===== src/rtl/owtr_pkg.sv =====
// ============================================================================
// owtr_pkg
// Shared types, command codes and register indexes for the 1-Wire
// temperature reader.
// ============================================================================
package owtr_pkg;

    // Configuration register file
    localparam int REG_COUNT     = 8;
    localparam int REG_WIDTH     = 10;
    localparam int REG_IDX_WIDTH = 3;

    typedef logic [REG_WIDTH-1:0]                 reg_val_t;
    typedef logic [REG_IDX_WIDTH-1:0]             reg_idx_t;
    typedef logic [REG_COUNT-1:0][REG_WIDTH-1:0]  cfg_regs_t;

    // Register indexes
    localparam reg_idx_t REG_RESET_LOW       = 3'd0;
    localparam reg_idx_t REG_PRESENCE_SAMPLE = 3'd1;
    localparam reg_idx_t REG_PRESENCE_REST   = 3'd2;
    localparam reg_idx_t REG_WRITE_LOW       = 3'd3;
    localparam reg_idx_t REG_WRITE_REST      = 3'd4;
    localparam reg_idx_t REG_READ_LOW        = 3'd5;
    localparam reg_idx_t REG_READ_SAMPLE     = 3'd6;
    localparam reg_idx_t REG_READ_REST       = 3'd7;

    // Register reset values in microseconds
    localparam reg_val_t RST_RESET_LOW       = 10'd480;
    localparam reg_val_t RST_PRESENCE_SAMPLE = 10'd60;
    localparam reg_val_t RST_PRESENCE_REST   = 10'd420;
    localparam reg_val_t RST_WRITE_LOW       = 10'd5;
    localparam reg_val_t RST_WRITE_REST      = 10'd56;
    localparam reg_val_t RST_READ_LOW        = 10'd1;
    localparam reg_val_t RST_READ_SAMPLE     = 10'd14;
    localparam reg_val_t RST_READ_REST       = 10'd45;

    // 1-Wire command bytes
    localparam logic [7:0] CMD_SKIP_ROM     = 8'hCC;
    localparam logic [7:0] CMD_CONVERT      = 8'h44;
    localparam logic [7:0] CMD_READ_SCRATCH = 8'hBE;

    // Steps of the read sequence
    typedef logic [3:0] stage_t;
    localparam stage_t STAGE_RESET0   = 4'd0;
    localparam stage_t STAGE_SKIP0    = 4'd1;
    localparam stage_t STAGE_CONVERT  = 4'd2;
    localparam stage_t STAGE_POLL     = 4'd3;
    localparam stage_t STAGE_RESET1   = 4'd4;
    localparam stage_t STAGE_SKIP1    = 4'd5;
    localparam stage_t STAGE_READ_CMD = 4'd6;
    localparam stage_t STAGE_BYTE0    = 4'd7;
    localparam stage_t STAGE_BYTE1    = 4'd8;
    localparam stage_t STAGE_LAST     = 4'd9;

    // Parts of one slot
    typedef enum logic [1:0] {
        PART_LOW    = 2'd0,
        PART_SAMPLE = 2'd1,
        PART_REST   = 2'd2
    } part_t;

    typedef enum logic [1:0] {
        KIND_RESET = 2'd0,
        KIND_WRITE = 2'd1,
        KIND_READ  = 2'd2
    } kind_t;

    localparam logic [13:0] FRACTION_SCALE = 14'd625;

    // One result of the sequencer for one tick
    typedef struct packed {
        logic        drive_low;
        logic        busy;
        logic        done;
        logic        ok;
        logic [7:0]  whole;
        logic [13:0] fraction;
    } step_res_t;

    function automatic kind_t stage_kind(input stage_t stage);
        kind_t k;
        unique case (stage)
            STAGE_RESET0, STAGE_RESET1, STAGE_LAST:             k = KIND_RESET;
            STAGE_SKIP0, STAGE_CONVERT, STAGE_SKIP1,
            STAGE_READ_CMD:                                     k = KIND_WRITE;
            default:                                            k = KIND_READ;
        endcase
        return k;
    endfunction

    function automatic logic [7:0] stage_command(input stage_t stage);
        logic [7:0] c;
        unique case (stage)
            STAGE_CONVERT:  c = CMD_CONVERT;
            STAGE_READ_CMD: c = CMD_READ_SCRATCH;
            default:        c = CMD_SKIP_ROM;
        endcase
        return c;
    endfunction

endpackage


===== src/rtl/onewire_temperature_reader_top.sv =====
// ============================================================================
// onewire_temperature_reader_top
// 1-Wire bus master that runs a temperature conversion and reads the result,
// advancing by one microsecond tick per input word.
// ============================================================================
//
//  channel   direction  handshake          payload
//  s_*       in         s_tvalid/s_tready  tdata[0] bus_level, tuser[0] opcode
//  m_*       out        m_tvalid/m_tready  drive_low, busy, done, ok, degrees
//  cfg_*     in         cfg_we             cfg_index, cfg_data (10 bits)
//
//  Each tick word passes through the input register and then the result
//  register; one word per cycle is sustained while m_tready stays high, set by
//  the single pass of sequencer logic between the two.
//  Reset clears the sequencer to idle and loads the default timing.
//  A stalled result register holds the input register, which then drops
//  s_tready; configuration writes are accepted every cycle.
//
module onewire_temperature_reader_top
    import owtr_pkg::*;
#(
    parameter int TIMER_BITS = 10
)
(
    input  logic        clk,
    input  logic        rst_n,
    input  logic        s_tvalid,
    output logic        s_tready,
    input  logic [7:0]  s_tdata,    // [0] bus_level, [7:1] zero
    input  logic [0:0]  s_tuser,    // [0] opcode
    output logic        m_tvalid,
    input  logic        m_tready,
    output logic [31:0] m_tdata,    // [0] drive_low, [1] busy_res, [2] done_res,
                                    // [3] ok, [11:4] whole_degrees,
                                    // [25:12] fraction_ten_thousandths, [31:26] zero
    input  logic        cfg_we,
    input  reg_idx_t    cfg_index,
    input  reg_val_t    cfg_data
);

    logic      in_valid_reg;
    logic      in_opcode_reg;
    logic      in_bus_reg;
    logic      out_valid_reg;
    step_res_t out_reg;
    logic      move;
    cfg_regs_t regs;
    step_res_t step_res;

    // A word moves forward when the result register is free or draining.
    assign move     = in_valid_reg && (!out_valid_reg || m_tready);
    assign s_tready = !in_valid_reg || move;

    owtr_cfg u_cfg (
        .clk       (clk),
        .rst_n     (rst_n),
        .cfg_we    (cfg_we),
        .cfg_index (cfg_index),
        .cfg_data  (cfg_data),
        .regs      (regs)
    );

    owtr_seq #(
        .TIMER_BITS (TIMER_BITS)
    ) u_seq (
        .clk       (clk),
        .rst_n     (rst_n),
        .step      (move),
        .opcode    (in_opcode_reg),
        .bus_level (in_bus_reg),
        .regs      (regs),
        .res       (step_res)
    );

    // Input register.
    always_ff @(posedge clk or negedge rst_n)
    begin
        if (!rst_n)
        begin
            in_valid_reg <= 1'b0;
        end
        else if (s_tready)
        begin
            in_valid_reg <= s_tvalid;
        end
    end

    always_ff @(posedge clk)
    begin
        if (s_tready && s_tvalid)
        begin
            in_opcode_reg <= s_tuser[0];
            in_bus_reg    <= s_tdata[0];
        end
    end

    // Result register.
    always_ff @(posedge clk or negedge rst_n)
    begin
        if (!rst_n)
        begin
            out_valid_reg <= 1'b0;
        end
        else if (move)
        begin
            out_valid_reg <= 1'b1;
        end
        else if (m_tready)
        begin
            out_valid_reg <= 1'b0;
        end
    end

    always_ff @(posedge clk)
    begin
        if (move)
        begin
            out_reg <= step_res;
        end
    end

    assign m_tvalid = out_valid_reg;
    assign m_tdata  = {6'd0, out_reg.fraction, out_reg.whole, out_reg.ok,
                       out_reg.done, out_reg.busy, out_reg.drive_low};

`ifndef SYNTHESIS
    // A finished sequence always leaves the bus idle.
    a_done_idle: assert property (@(posedge clk) disable iff (!rst_n)
        move && step_res.done |-> !step_res.busy)
        else $error("done reported while sequence still busy");

    // Every tick taken from the input register shows up as a result.
    a_move_out: assert property (@(posedge clk) disable iff (!rst_n)
        move |=> m_tvalid)
        else $error("tick taken without a result");

    // A held input word stays put until the result side frees up.
    a_hold_in: assert property (@(posedge clk) disable iff (!rst_n)
        in_valid_reg && !move |=> in_valid_reg && $stable(in_bus_reg)
        && $stable(in_opcode_reg))
        else $error("input register lost a stalled word");
`endif

endmodule


===== src/rtl/owtr_cfg.sv =====
// ============================================================================
// owtr_cfg
// Timing register file: eight 10-bit durations with write-only access.
// ============================================================================
module owtr_cfg
    import owtr_pkg::*;
(
    input  logic      clk,
    input  logic      rst_n,
    input  logic      cfg_we,
    input  reg_idx_t  cfg_index,
    input  reg_val_t  cfg_data,
    output cfg_regs_t regs
);

    cfg_regs_t regs_reg;

    // Registers load at reset defaults and take writes at once.
    always_ff @(posedge clk or negedge rst_n)
    begin
        if (!rst_n)
        begin
            regs_reg[REG_RESET_LOW]       <= RST_RESET_LOW;
            regs_reg[REG_PRESENCE_SAMPLE] <= RST_PRESENCE_SAMPLE;
            regs_reg[REG_PRESENCE_REST]   <= RST_PRESENCE_REST;
            regs_reg[REG_WRITE_LOW]       <= RST_WRITE_LOW;
            regs_reg[REG_WRITE_REST]      <= RST_WRITE_REST;
            regs_reg[REG_READ_LOW]        <= RST_READ_LOW;
            regs_reg[REG_READ_SAMPLE]     <= RST_READ_SAMPLE;
            regs_reg[REG_READ_REST]       <= RST_READ_REST;
        end
        else if (cfg_we)
        begin
            regs_reg[cfg_index] <= cfg_data;
        end
    end

    assign regs = regs_reg;

endmodule


===== src/rtl/owtr_seq.sv =====
// ============================================================================
// owtr_seq
// Slot sequencer: holds the bus state and advances it by one microsecond
// tick whenever a word moves from the input register to the result register.
// ============================================================================
module owtr_seq
    import owtr_pkg::*;
#(
    parameter int TIMER_BITS = 10
)
(
    input  logic      clk,
    input  logic      rst_n,
    input  logic      step,
    input  logic      opcode,
    input  logic      bus_level,
    input  cfg_regs_t regs,
    output step_res_t res
);

    localparam int CW = ((TIMER_BITS > REG_WIDTH) ? TIMER_BITS : REG_WIDTH) + 1;

    logic                  busy_reg,    busy_next;
    stage_t                stage_reg,   stage_next;
    part_t                 part_reg,    part_next;
    logic [TIMER_BITS-1:0] timer_reg,   timer_next;
    logic [2:0]            bitcnt_reg,  bitcnt_next;
    logic [7:0]            shift_reg,   shift_next;
    logic [11:0]           raw_reg,     raw_next;
    logic                  pending_reg, pending_next;
    logic [7:0]            whole_reg,   whole_next;
    logic [13:0]           frac_reg,    frac_next;
    logic                  ok_reg,      ok_next;

    logic                  start;
    logic                  active;
    stage_t                cur_stage;
    part_t                 cur_part;
    logic [TIMER_BITS-1:0] cur_timer;
    logic [2:0]            cur_bit;
    logic [7:0]            cur_shift;
    logic                  cur_pending;
    kind_t                 kind;
    reg_val_t              dur;
    logic [TIMER_BITS:0]   t1;
    logic                  expire;
    logic                  drive;
    logic                  done;
    logic [7:0]            shift_fill;
    logic [7:0]            cmd;

    // A start request on an idle bus begins at the first reset low part.
    assign start       = !busy_reg && opcode;
    assign active      = busy_reg || start;
    assign cur_stage   = start ? STAGE_RESET0 : stage_reg;
    assign cur_part    = start ? PART_LOW : part_reg;
    assign cur_timer   = start ? '0 : timer_reg;
    assign cur_bit     = start ? 3'd0 : bitcnt_reg;
    assign cur_shift   = start ? 8'd0 : shift_reg;
    assign cur_pending = start ? 1'b0 : pending_reg;
    assign kind        = stage_kind(cur_stage);
    assign cmd         = stage_command(cur_stage);
    assign shift_fill  = cur_shift | (8'(cur_pending) << cur_bit);

    // Duration of the current part from the register file.
    always_comb
    begin
        case (kind)
            KIND_RESET:
            begin
                case (cur_part)
                    PART_LOW:    dur = regs[REG_RESET_LOW];
                    PART_SAMPLE: dur = regs[REG_PRESENCE_SAMPLE];
                    default:     dur = regs[REG_PRESENCE_REST];
                endcase
            end
            KIND_WRITE:
            begin
                case (cur_part)
                    PART_LOW: dur = regs[REG_WRITE_LOW];
                    default:  dur = regs[REG_WRITE_REST];
                endcase
            end
            default:
            begin
                case (cur_part)
                    PART_LOW:    dur = regs[REG_READ_LOW];
                    PART_SAMPLE: dur = regs[REG_READ_SAMPLE];
                    default:     dur = regs[REG_READ_REST];
                endcase
            end
        endcase
    end

    // A part ends when its count is reached, a zero count acting as one tick,
    // or when the timer would wrap.
    assign t1     = {1'b0, cur_timer} + (TIMER_BITS+1)'(1);
    assign expire = (CW'(t1) >= CW'(dur)) || t1[TIMER_BITS];

    // Line drive and next state for one tick.
    always_comb
    begin
        busy_next    = busy_reg;
        stage_next   = stage_reg;
        part_next    = part_reg;
        timer_next   = timer_reg;
        bitcnt_next  = bitcnt_reg;
        shift_next   = shift_reg;
        raw_next     = raw_reg;
        pending_next = pending_reg;
        whole_next   = whole_reg;
        frac_next    = frac_reg;
        ok_next      = ok_reg;
        drive        = 1'b0;
        done         = 1'b0;

        if (active)
        begin
            busy_next    = 1'b1;
            stage_next   = cur_stage;
            part_next    = cur_part;
            bitcnt_next  = cur_bit;
            shift_next   = cur_shift;
            pending_next = cur_pending;
            timer_next   = expire ? '0 : t1[TIMER_BITS-1:0];

            if (cur_part == PART_LOW)
            begin
                drive = 1'b1;
            end
            else if (kind == KIND_WRITE)
            begin
                drive = ~cmd[cur_bit];
            end

            if (expire)
            begin
                if (cur_part == PART_LOW)
                begin
                    part_next = PART_SAMPLE;
                end
                else if (cur_part == PART_SAMPLE && kind != KIND_WRITE)
                begin
                    pending_next = bus_level;
                    part_next    = PART_REST;
                end
                else
                begin
                    // End of a whole slot.
                    part_next = PART_LOW;
                    case (kind)
                        KIND_RESET:
                        begin
                            if (cur_pending)
                            begin
                                // No presence pulse: abort.
                                ok_next   = 1'b0;
                                busy_next = 1'b0;
                                done      = 1'b1;
                            end
                            else if (cur_stage == STAGE_LAST)
                            begin
                                whole_next = raw_reg[11:4];
                                frac_next  = 14'(raw_reg[3:0]) * FRACTION_SCALE;
                                ok_next    = 1'b1;
                                busy_next  = 1'b0;
                                done       = 1'b1;
                            end
                            else
                            begin
                                stage_next  = cur_stage + stage_t'(1);
                                bitcnt_next = 3'd0;
                            end
                        end
                        KIND_WRITE:
                        begin
                            if (cur_bit == 3'd7)
                            begin
                                stage_next  = cur_stage + stage_t'(1);
                                bitcnt_next = 3'd0;
                            end
                            else
                            begin
                                bitcnt_next = cur_bit + 3'd1;
                            end
                        end
                        default:
                        begin
                            if (cur_stage == STAGE_POLL)
                            begin
                                // Conversion poll repeats until the line reads 1.
                                if (cur_pending)
                                begin
                                    stage_next  = cur_stage + stage_t'(1);
                                    bitcnt_next = 3'd0;
                                end
                            end
                            else if (cur_bit == 3'd7)
                            begin
                                if (cur_stage == STAGE_BYTE0)
                                begin
                                    raw_next = {4'd0, shift_fill};
                                end
                                else
                                begin
                                    raw_next = {raw_reg[11:8] | shift_fill[3:0],
                                                raw_reg[7:0]};
                                end
                                shift_next  = 8'd0;
                                stage_next  = cur_stage + stage_t'(1);
                                bitcnt_next = 3'd0;
                            end
                            else
                            begin
                                shift_next  = shift_fill;
                                bitcnt_next = cur_bit + 3'd1;
                            end
                        end
                    endcase
                end
            end
        end
    end

    // State registers advance only when a tick is taken.
    always_ff @(posedge clk or negedge rst_n)
    begin
        if (!rst_n)
        begin
            busy_reg    <= 1'b0;
            stage_reg   <= STAGE_RESET0;
            part_reg    <= PART_LOW;
            timer_reg   <= '0;
            bitcnt_reg  <= 3'd0;
            shift_reg   <= 8'd0;
            raw_reg     <= 12'd0;
            pending_reg <= 1'b0;
            whole_reg   <= 8'd0;
            frac_reg    <= 14'd0;
            ok_reg      <= 1'b0;
        end
        else if (step)
        begin
            busy_reg    <= busy_next;
            stage_reg   <= stage_next;
            part_reg    <= part_next;
            timer_reg   <= timer_next;
            bitcnt_reg  <= bitcnt_next;
            shift_reg   <= shift_next;
            raw_reg     <= raw_next;
            pending_reg <= pending_next;
            whole_reg   <= whole_next;
            frac_reg    <= frac_next;
            ok_reg      <= ok_next;
        end
    end

    assign res.drive_low = drive;
    assign res.busy      = busy_next;
    assign res.done      = done;
    assign res.ok        = ok_next;
    assign res.whole     = whole_next;
    assign res.fraction  = frac_next;

endmodule

===== config.mk =====
export PLATFORM = sky130hd
export DESIGN_NAME = onewire_temperature_reader_top
export DESIGN_NICKNAME = d
export VERILOG_FILES = /design/src/rtl/owtr_pkg.sv /design/src/rtl/onewire_temperature_reader_top.sv /design/src/rtl/owtr_cfg.sv /design/src/rtl/owtr_seq.sv
export SDC_FILE = /design/constraint.sdc
export NUM_CORES = 1
export LEC_CHECK = 0
export ABC_CLOCK_PERIOD_IN_PS = 4700
export BUFFER_PORTS_ARGS = -buffer_cell sky130_fd_sc_hd__buf_4
export CORE_MARGIN = 1
export CORE_UTILIZATION = 61
export CTS_BUF_LIST = sky130_fd_sc_hd__clkbuf_16
export DETAILED_ROUTE_END_ITERATION = 6
export HOLD_SLACK_MARGIN = 0.02
export PLACE_DENSITY = 0.86
export SLEW_MARGIN = 15
export SYNTH_ARGS = -nofsm -noshare
export SYNTH_HDL_FRONTEND = slang
export SYNTH_SLANG_ARGS = --single-unit

===== constraint.sdc =====
create_clock -name clk -period 4.7 [get_ports clk]
set_input_delay 0.47 -clock clk [delete_from_list [all_inputs] [get_ports clk]]
set_output_delay 0.47 -clock clk [all_outputs]
set_load 0.005 [all_outputs]

Word level (Yosys, flattened, before mapping) --
Cells that the tools add are included.
Storage, ports and cells: memory bits (read-only) 0, bits of input ports 27, latch bits 0, word-level logic and storage cells 167, memory bits (writable) 0, flip-flop bits (word level) 174, output and inout port bits 34, memories kept 0
Operators by class: multiply operators 1, shift operators 1, reductions and logical operators 23, eq/ne operators 12, add/subtract/negate cells 3, div/mod/pow operators 0, bitwise operators 10, mux-type cells 83, $lt $le $gt $ge 4
Operator list (count):
- 8-bit two-way mux | 14
- 14-bit two-way mux | 7
- 80-bit bitwise mux | 1
- 10-bit one-hot mux with 2 select lines | 3
- 10-bit two-way mux | 4
- 4-bit two-way mux | 9
- 10-bit demux with 3-bit select | 1
- 3-bit two-way mux | 9
- 1-bit two-way mux | 25
- 4-bit by 3-bit equality test with 1-bit output (second input constant) | 4
- 8-bit one-hot mux with 2 select lines | 1
- 4-bit by 10-bit multiplier with 14-bit output (second input constant) | 1
- 12-bit two-way mux | 1
- 10-bit by 1-bit adder with 11-bit output (second input constant) | 1
- 11-bit by 10-bit greater-or-equal comparator with 1-bit output | 1
- 9-bit AND reduction | 1
- 4-bit by 2-bit equality test with 1-bit output (second input constant) | 2
- 3-bit by 4-bit < comparator with 1-bit output (second input constant) | 2
- 2-bit two-way mux | 4
- 1-bit inverter | 8
- 8-bit OR | 1
- 4-bit one-hot mux with 2 select lines | 1
- 8-bit AND reduction | 1
- 1-bit by 3-bit left shift with 8-bit output | 1
- other kinds (23) | 34

Depth between registers and ports, before layout --
Gate-level depths: netlist of run 1.
depth in word-level cells 12, mapped depth 17, mapped depth without buffers 14

Hierarchy --
From an unflattened synthesis of run 1, not the netlist that was laid out.
Second synthesis, totals: cells, all modules 805, area, all modules 9270.1 µm²
By module, submodules not included:
- owtr_seq | area each 5082.4 µm², times used 1, seq. area each 1601.5 µm², cells each 587
- owtr_cfg | area each 3194.3 µm², times used 1, seq. area each 2033.2 µm², cells each 175
- onewire_temperature_reader_top | area each 993.5 µm², times used 1, seq. area each 890.9 µm², cells each 43

Least setup slack after synthesis of run 1 --
Ideal clock, no wire load.
path type register to register, start point register u_seq.busy_reg, end point register out_reg, in the netlist m_tdata[10], data pin, setup slack 0.480 ns, required time 4.440 ns, setup time 0.260 ns, cell stages (with the launch flop) 18, path buffers 3, arrival time 3.960 ns, period minus slack after synthesis 4.220 ns, cell sequence dfrtp_1 or2b_2 clkbuf_1 clkbuf_1 and2_1 ha_1 and3_2 nand3_1 xor2_1 nor2_1 ha_1 and3_1 nand3_1 o21ai_1 a31oi_4 nor4b_4 buf_2 mux2_2
RTL lines:
- from (decl) | line owtr_seq.sv:23 | logic busy_reg, busy_next;
- from (signal assigned) | line owtr_seq.sv:244 | busy_reg <= busy_next;
- to (signal assigned) | line onewire_temperature_reader_top.sv:118 | out_reg <= step_res;
- to (decl) | line onewire_temperature_reader_top.sv:45 | step_res_t out_reg;

==> summary.md, run 1 <==
Timing
* slew at the pin with the worst max-slew slack: 1.08 ns
* setup repair after global routing missed its margin: false
* hold violation total from the final report: 0
* Setup-failing EPs final: 0
* final period demand of the worst path: 4.43 ns
* largest clock skew in the final design: 0.00865 ns
* Final Max Tran Viols: 0
* Setup TNS Final: 0 ns
* final period utilization: 0.942
* Fmax: 226 MHz
* Worst slew margin: 0.279

Cells and area
* count of placed standard cells in the final layout, fillers left out: 1035
* Layout Cell Area excl Fill: 10200 um^2
* post-route core utilization: 0.705
* layout-stage area growth over the synthesis result: 12.4%
* max FFs per register: 80
* number of nets at the end of the flow: 895
* commonest cells after routing, fill and taps aside: 122 x mux2_2, 121 x dfrtp_1, 70 x buf_4, 61 x nand2_1, 56 x nor2_1
* number of fill cells in the layout: 999
* share of layout cells above drive strength 1: 0.321
* commonest non-fill, non-tap cell in the layout: mux2_2
* diodes inserted: 0

Detailed routing
* drt total wl: 20.7 mm
* Routed wire per std cell: 20.0 um
* number of iterations in the first detailed-routing pass: 5
* post-detailed-route count of antenna-violating nets: 0
* per-cell via count in the routed design: 6.58
* total number of vias: 6812
* post-detailed-route DRC marker count: 0
* count of routing violations after the opening detailed-route iteration: 625

Synth
* post-synthesis instance total: 802
* Warnings, synthesis: 0
* Post-synth ARST share: 0.839
* commonest register cell after synthesis: dfrtp_1
* number of synthesized flops with an enable pin: 28
* sequential cell area fraction in the yosys report: 0.497
* dominant cells by area after synthesis: dfrtp_1 33%, mux2_2 15%, edfxtp_1 9.2%
* leading area contributor after synthesis: dfrtp_1
* per-instance average area after synthesis: 11.4 um^2
* fraction of synthesized cell area taken by the top area cell type: 0.332
* Netlist cell types: 74
* mapped cell area: 9110 um^2
* Synth Register Bits: 174

Worst setup path
* largest delay contributor family on the critical path: compound AO/OA/AOI/OAI gates
* crit path capture type: flop
* depth of the worst register-to-register path: 14
* most frequent cell on the critical path: o21ai_1
* Critical Path AT: 4.61 ns
* Largest stage delay, worst path: 0.51 ns
* kind of start point of the critical path: flop
* count of buffer and inverter cells on the critical path: 2
* worst r2r src: u_seq.busy_reg$_DFFE_PN0P_
* cell type of the slowest stage on the worst timing path: o21ai_1
* cell-by-cell trace of the critical path: or2b_2 > buf_4 > o21ai_1 > nand2_1 > nand3_1 > o221ai_1 > ha_1 > a21o_1 > a221oi_1 > o21ai_1 > a31oi_4 > nor4b_4 > buf_12 > mux2_1
* required time worst endpoint: 4.88 ns
* largest fanout on the critical path: 22
* critical path class: reg2reg
* worst reg-to-reg setup slack: 0.27 ns
* terminus of the critical flop-to-flop path: m_tdata[21]$_DFFE_PP_

Clock tree
* Num Clock Sinks: 174
* TritonCTS clock tree: built
* clock latency on the worst-skew pair: 0.44 ns
* H-tree level count: 4
* library cell used as clock root buffer: clkbuf_16
* setup repair bufs after CTS: 0
* clock-pin slew reported for the worst setup and hold paths after clock tree synthesis: 0.06 ns
* Max Buffers Root-to-Sink: 2
* CTS-repair resized insts: 0
* hold buffers post-CTS: 0
* CTS Buf Count: 17

Floorplan
* Top-Level Pins: 61
* starting density of the core: 0.627
* area of the core region: 14500 um^2
* width of the die: 124 um
* DIE AREA: 15400 um^2
* Die Height: 124 um
* number of placement rows: 44

Run
* number of maximum-capacitance constraint violations: 0

Power
* Peak supply drop: 531 uV
* power density normalized to cell area: 454 nW/um^2
* cell leakage power: 4.53 nW

Place
* total cell area at the placement stage: 9680 um^2
* instance count after placement with tap cells included: 1003
* Post-DP HPWL: 13.6 mm
* number of buffers added on ports: 47
* last weighted congestion value of the routability-driven placer: 0.902

Global route
* remaining global-route overflow: 0
* maximum number of pins on one net before global-route repair: 107
* vias in the first global route: 6961
* antenna violations before repair: 0
* wire length of the first global-routing pass: 34.2 mm
* All-Layer GR Usage: 0.280

Run status
* run status: complete, no violations

Hold path
* path type of the worst min-delay path: in2async

==> worst max path at each step <==
stage	from	end	slack [ns]	cells after the start
finish	u_seq.busy_reg$_DFFE_PN0P_	m_tdata[21]$_DFFE_PP_	0.27	14
global route	u_seq.busy_reg$_DFFE_PN0P_	m_tdata[14]$_DFFE_PP_	0.14	14
CTS	u_seq.busy_reg$_DFFE_PN0P_	m_tdata[21]$_DFFE_PP_	0.33	14
detailed placement	u_seq.busy_reg$_DFFE_PN0P_	m_tdata[24]$_DFFE_PP_	0.37	14
global placement	u_seq.busy_reg$_DFFE_PN0P_	m_tdata[6]$_DFFE_PP_	0.52	13
floorplan	u_seq.busy_reg$_DFFE_PN0P_	m_tdata[10]$_DFFE_PP_	0.48	17
==> metal layers <==
metal	track usage	vias to the layer above	wire length, um
met3	0.0651	64	1390
met5	0	-	0
met4	0.152	0	733
met1	0.329	3392	7980
li1	-	3013	-
met2	0.473	343	10600
==> Yosys cell counts (10+ instances only) <==
master and count:
nand2_1 61, nand3_1 27, dfstp_2 25, edfxtp_1 28, mux2_2 122, dfrtp_1 121
ha_1 27, a21oi_1 31, nor3_1 13, clkbuf_1 40, o22ai_1 10, nor2_1 56
o21ai_0 27, inv_1 10
==> cell type report <==
class | instances | area [um^2] | share of cell area
clock buffer | 19 | 475 | 0.0464
tap | 184 | 230 | 0.0225
multi-input combinational | 562 | 4310 | 0.420
clock inverter | 13 | 95.1 | 0.00928
inverter | 10 | 37.5 | 0.00366
timing repair buffer | 73 | 577 | 0.0563
sequential | 174 | 4530 | 0.442
==> cell families after synthesis <==
family,synth area share
and+or+nand+nor,0.130
muxes,0.166
other,0.000411
AOI/OAI and AO/OA,0.115
xor gates and xnor gates,0.0144
buffers and inverters,0.0338
adders and majority gates,0.0437
DFF,0.497
==> report_power, final <==
group          switching, mW  leakage, nW  internal [mW]
combinational          0.777         2.17          0.544
sequential             0.171         2.07           1.79
clock                  0.587        0.294          0.782
==> metrics by stage <==
step	setup slack [ns]	hold WS (ns)	total power [mW]
5_1_grt	0.145	0.200	4.86
3_3_place_gp	0.518	0.461	3.18
2_1_floorplan	0.480	0.174	2.84
4_1_cts	0.332	0.201	4.63
3_5_place_dp	0.375	0.477	3.27
6_report	0.274	0.132	4.65
Note: power is estimated with default switching activity, not from simulation.
==> run 2: changes to the inputs <==
Settings changed: CELL_PAD_IN_SITES_DETAIL_PLACEMENT from default to 0, CELL_PAD_IN_SITES_GLOBAL_PLACEMENT from default to 1, CORE_UTILIZATION 61 to 49.
==> run 2 against run 1 <==
The run now ends with design-rule violations left; register-to-register slack better by 0.098 ns; core utilization is 13 points lower; clock power hardly changed; critical path type unchanged; critical endpoint is now m_tdata[1]$_DFFE_PP_.
==> summary.md, run 2 (synthesized netlist as in run 1, its figures left out) <==
Timing
* slew at the pin with the worst max-slew slack: 1.17 ns
* Setup TNS Final: 0 ns
* Setup-failing EPs final: 0
* Final Max Tran Viols: 0
* Fmax: 231 MHz
* largest clock skew in the final design: 0.0110 ns
* Worst slew margin: 0.216
* final period demand of the worst path: 4.33 ns
* setup repair after global routing missed its margin: false
* hold violation total from the final report: 0
* final period utilization: 0.921

Floorplan
* Die Height: 138 um
* width of the die: 138 um
* Top-Level Pins: 61
* DIE AREA: 19100 um^2
* starting density of the core: 0.504
* area of the core region: 18100 um^2
* number of placement rows: 49

Detailed routing
* Routed wire per std cell: 19.2 um
* drt total wl: 20.9 mm
* post-detailed-route DRC marker count: 12
* count of routing violations after the opening detailed-route iteration: 487
* total number of vias: 6633
* per-cell via count in the routed design: 6.11
* post-detailed-route count of antenna-violating nets: 0
* number of iterations in the first detailed-routing pass: 7

Cells and area
* share of layout cells above drive strength 1: 0.324
* diodes inserted: 0
* post-route core utilization: 0.572
* max FFs per register: 80
* layout-stage area growth over the synthesis result: 13.5%
* number of nets at the end of the flow: 901
* commonest non-fill, non-tap cell in the layout: mux2_2
* commonest cells after routing, fill and taps aside: 122 x mux2_2, 121 x dfrtp_1, 76 x buf_4, 61 x nand2_1, 56 x nor2_1

Worst setup path
* required time worst endpoint: 4.87 ns
* critical path class: reg2reg
* crit path capture type: flop
* worst r2r src: u_seq.busy_reg$_DFFE_PN0P_
* largest fanout on the critical path: 11
* kind of start point of the critical path: flop
* worst reg-to-reg setup slack: 0.37 ns
* Critical Path AT: 4.50 ns
* depth of the worst register-to-register path: 15
* terminus of the critical flop-to-flop path: m_tdata[1]$_DFFE_PP_

Clock tree
* TritonCTS clock tree: built
* CTS Buf Count: 17
* CTS-repair resized insts: 0
* clock latency on the worst-skew pair: 0.43 ns
* clock-pin slew reported for the worst setup and hold paths after clock tree synthesis: 0.07 ns
* Num Clock Sinks: 174
* library cell used as clock root buffer: clkbuf_16
* setup repair bufs after CTS: 0
* H-tree level count: 4
* hold buffers post-CTS: 0
* Max Buffers Root-to-Sink: 2

Global route
* vias in the first global route: 6787
* remaining global-route overflow: 0
* antenna violations before repair: 0
* maximum number of pins on one net before global-route repair: 108
* wire length of the first global-routing pass: 35.1 mm
* All-Layer GR Usage: 0.231

Hold path
* path type of the worst min-delay path: in2async

Power
* power density normalized to cell area: 450 nW/um^2
* cell leakage power: 4.55 nW
* Peak supply drop: 333 uV

Run status
* run status: complete, but fails checks
* violated checks: design-rule violations

Place
* Post-DP HPWL: 14.0 mm
* last weighted congestion value of the routability-driven placer: 0.858
* number of buffers added on ports: 47

Run
* number of maximum-capacitance constraint violations: 0

run 2: cell count changes in the layout (fill, tap and decap cells not counted), sizes merged:
cell / previous run / this run
buf: 73 / 79
clkinv: 6 / 3
clkbuf: 19 / 18
inv: 15 / 17
clkinvlp: 1 / 3
run 2: worst max path at each step:
stage                                     to  slack [ns]                       start  cells after the start
global placement        m_tdata[1]$_DFFE_PP_        0.48  u_seq.busy_reg$_DFFE_PN0P_                     16
CTS                     m_tdata[1]$_DFFE_PP_        0.40  u_seq.busy_reg$_DFFE_PN0P_                     15
finish                  m_tdata[1]$_DFFE_PP_        0.37  u_seq.busy_reg$_DFFE_PN0P_                     15
floorplan              m_tdata[10]$_DFFE_PP_        0.48  u_seq.busy_reg$_DFFE_PN0P_                     17
global route        m_tdata[2]$_SDFFCE_PP0P_        0.13  u_seq.busy_reg$_DFFE_PN0P_                     16
detailed placement      m_tdata[1]$_DFFE_PP_        0.44  u_seq.busy_reg$_DFFE_PN0P_                     15
run 2: layout make-up:
class / instances / area (um^2)
multi-input combinational: 562 / 4310
fill: 1467 / 7740
clock buffer: 18 / 450
clock inverter: 14 / 118
tap: 229 / 287
inverter: 10 / 37.5
timing repair buffer: 79 / 622
sequential: 174 / 4530
run 2: routing by layer:
metal	global-route usage	share of wire	wire length [um]
met5	0	0	0
met3	0.0433	0.042	883
met2	0.395	0.50	10500
met4	0.106	0.029	605
met1	0.285	0.42	8860
run 2: worst max-delay path, cell delays in order (launching register included):
cell	delay, ns
dfrtp_1	0.46
or2b_2	0.45
nand2_1	0.29
buf_4	0.25
o22ai_1	0.12
o32ai_1	0.37
nor2_1	0.10
ha_1	0.28
and3_1	0.17
nand3_1	0.08
o21ai_1	0.38
a31oi_4	0.20
buf_4	0.20
a2111oi_0	0.47
buf_4	0.20
nor2_1	0.04
run 2: report_power, final:
group	total, mW	switching, mW	internal [mW]
registers	1.95	0.163	1.79
clock network	1.37	0.608	0.761
logic	1.34	0.771	0.567
run 2: metrics by stage:
stage,total power [mW],instances,hold slack (ns),worst slack (ns),area (um^2)
finish,4.66,1086,0.169,0.371,10300
global route,4.92,1086,0.204,0.130,10300
CTS,4.67,1086,0.205,0.400,10300
detailed placement,3.31,1054,0.475,0.440,9780
global placement,3.24,1054,0.460,0.485,9780
floorplan,2.84,807,0.174,0.480,9130
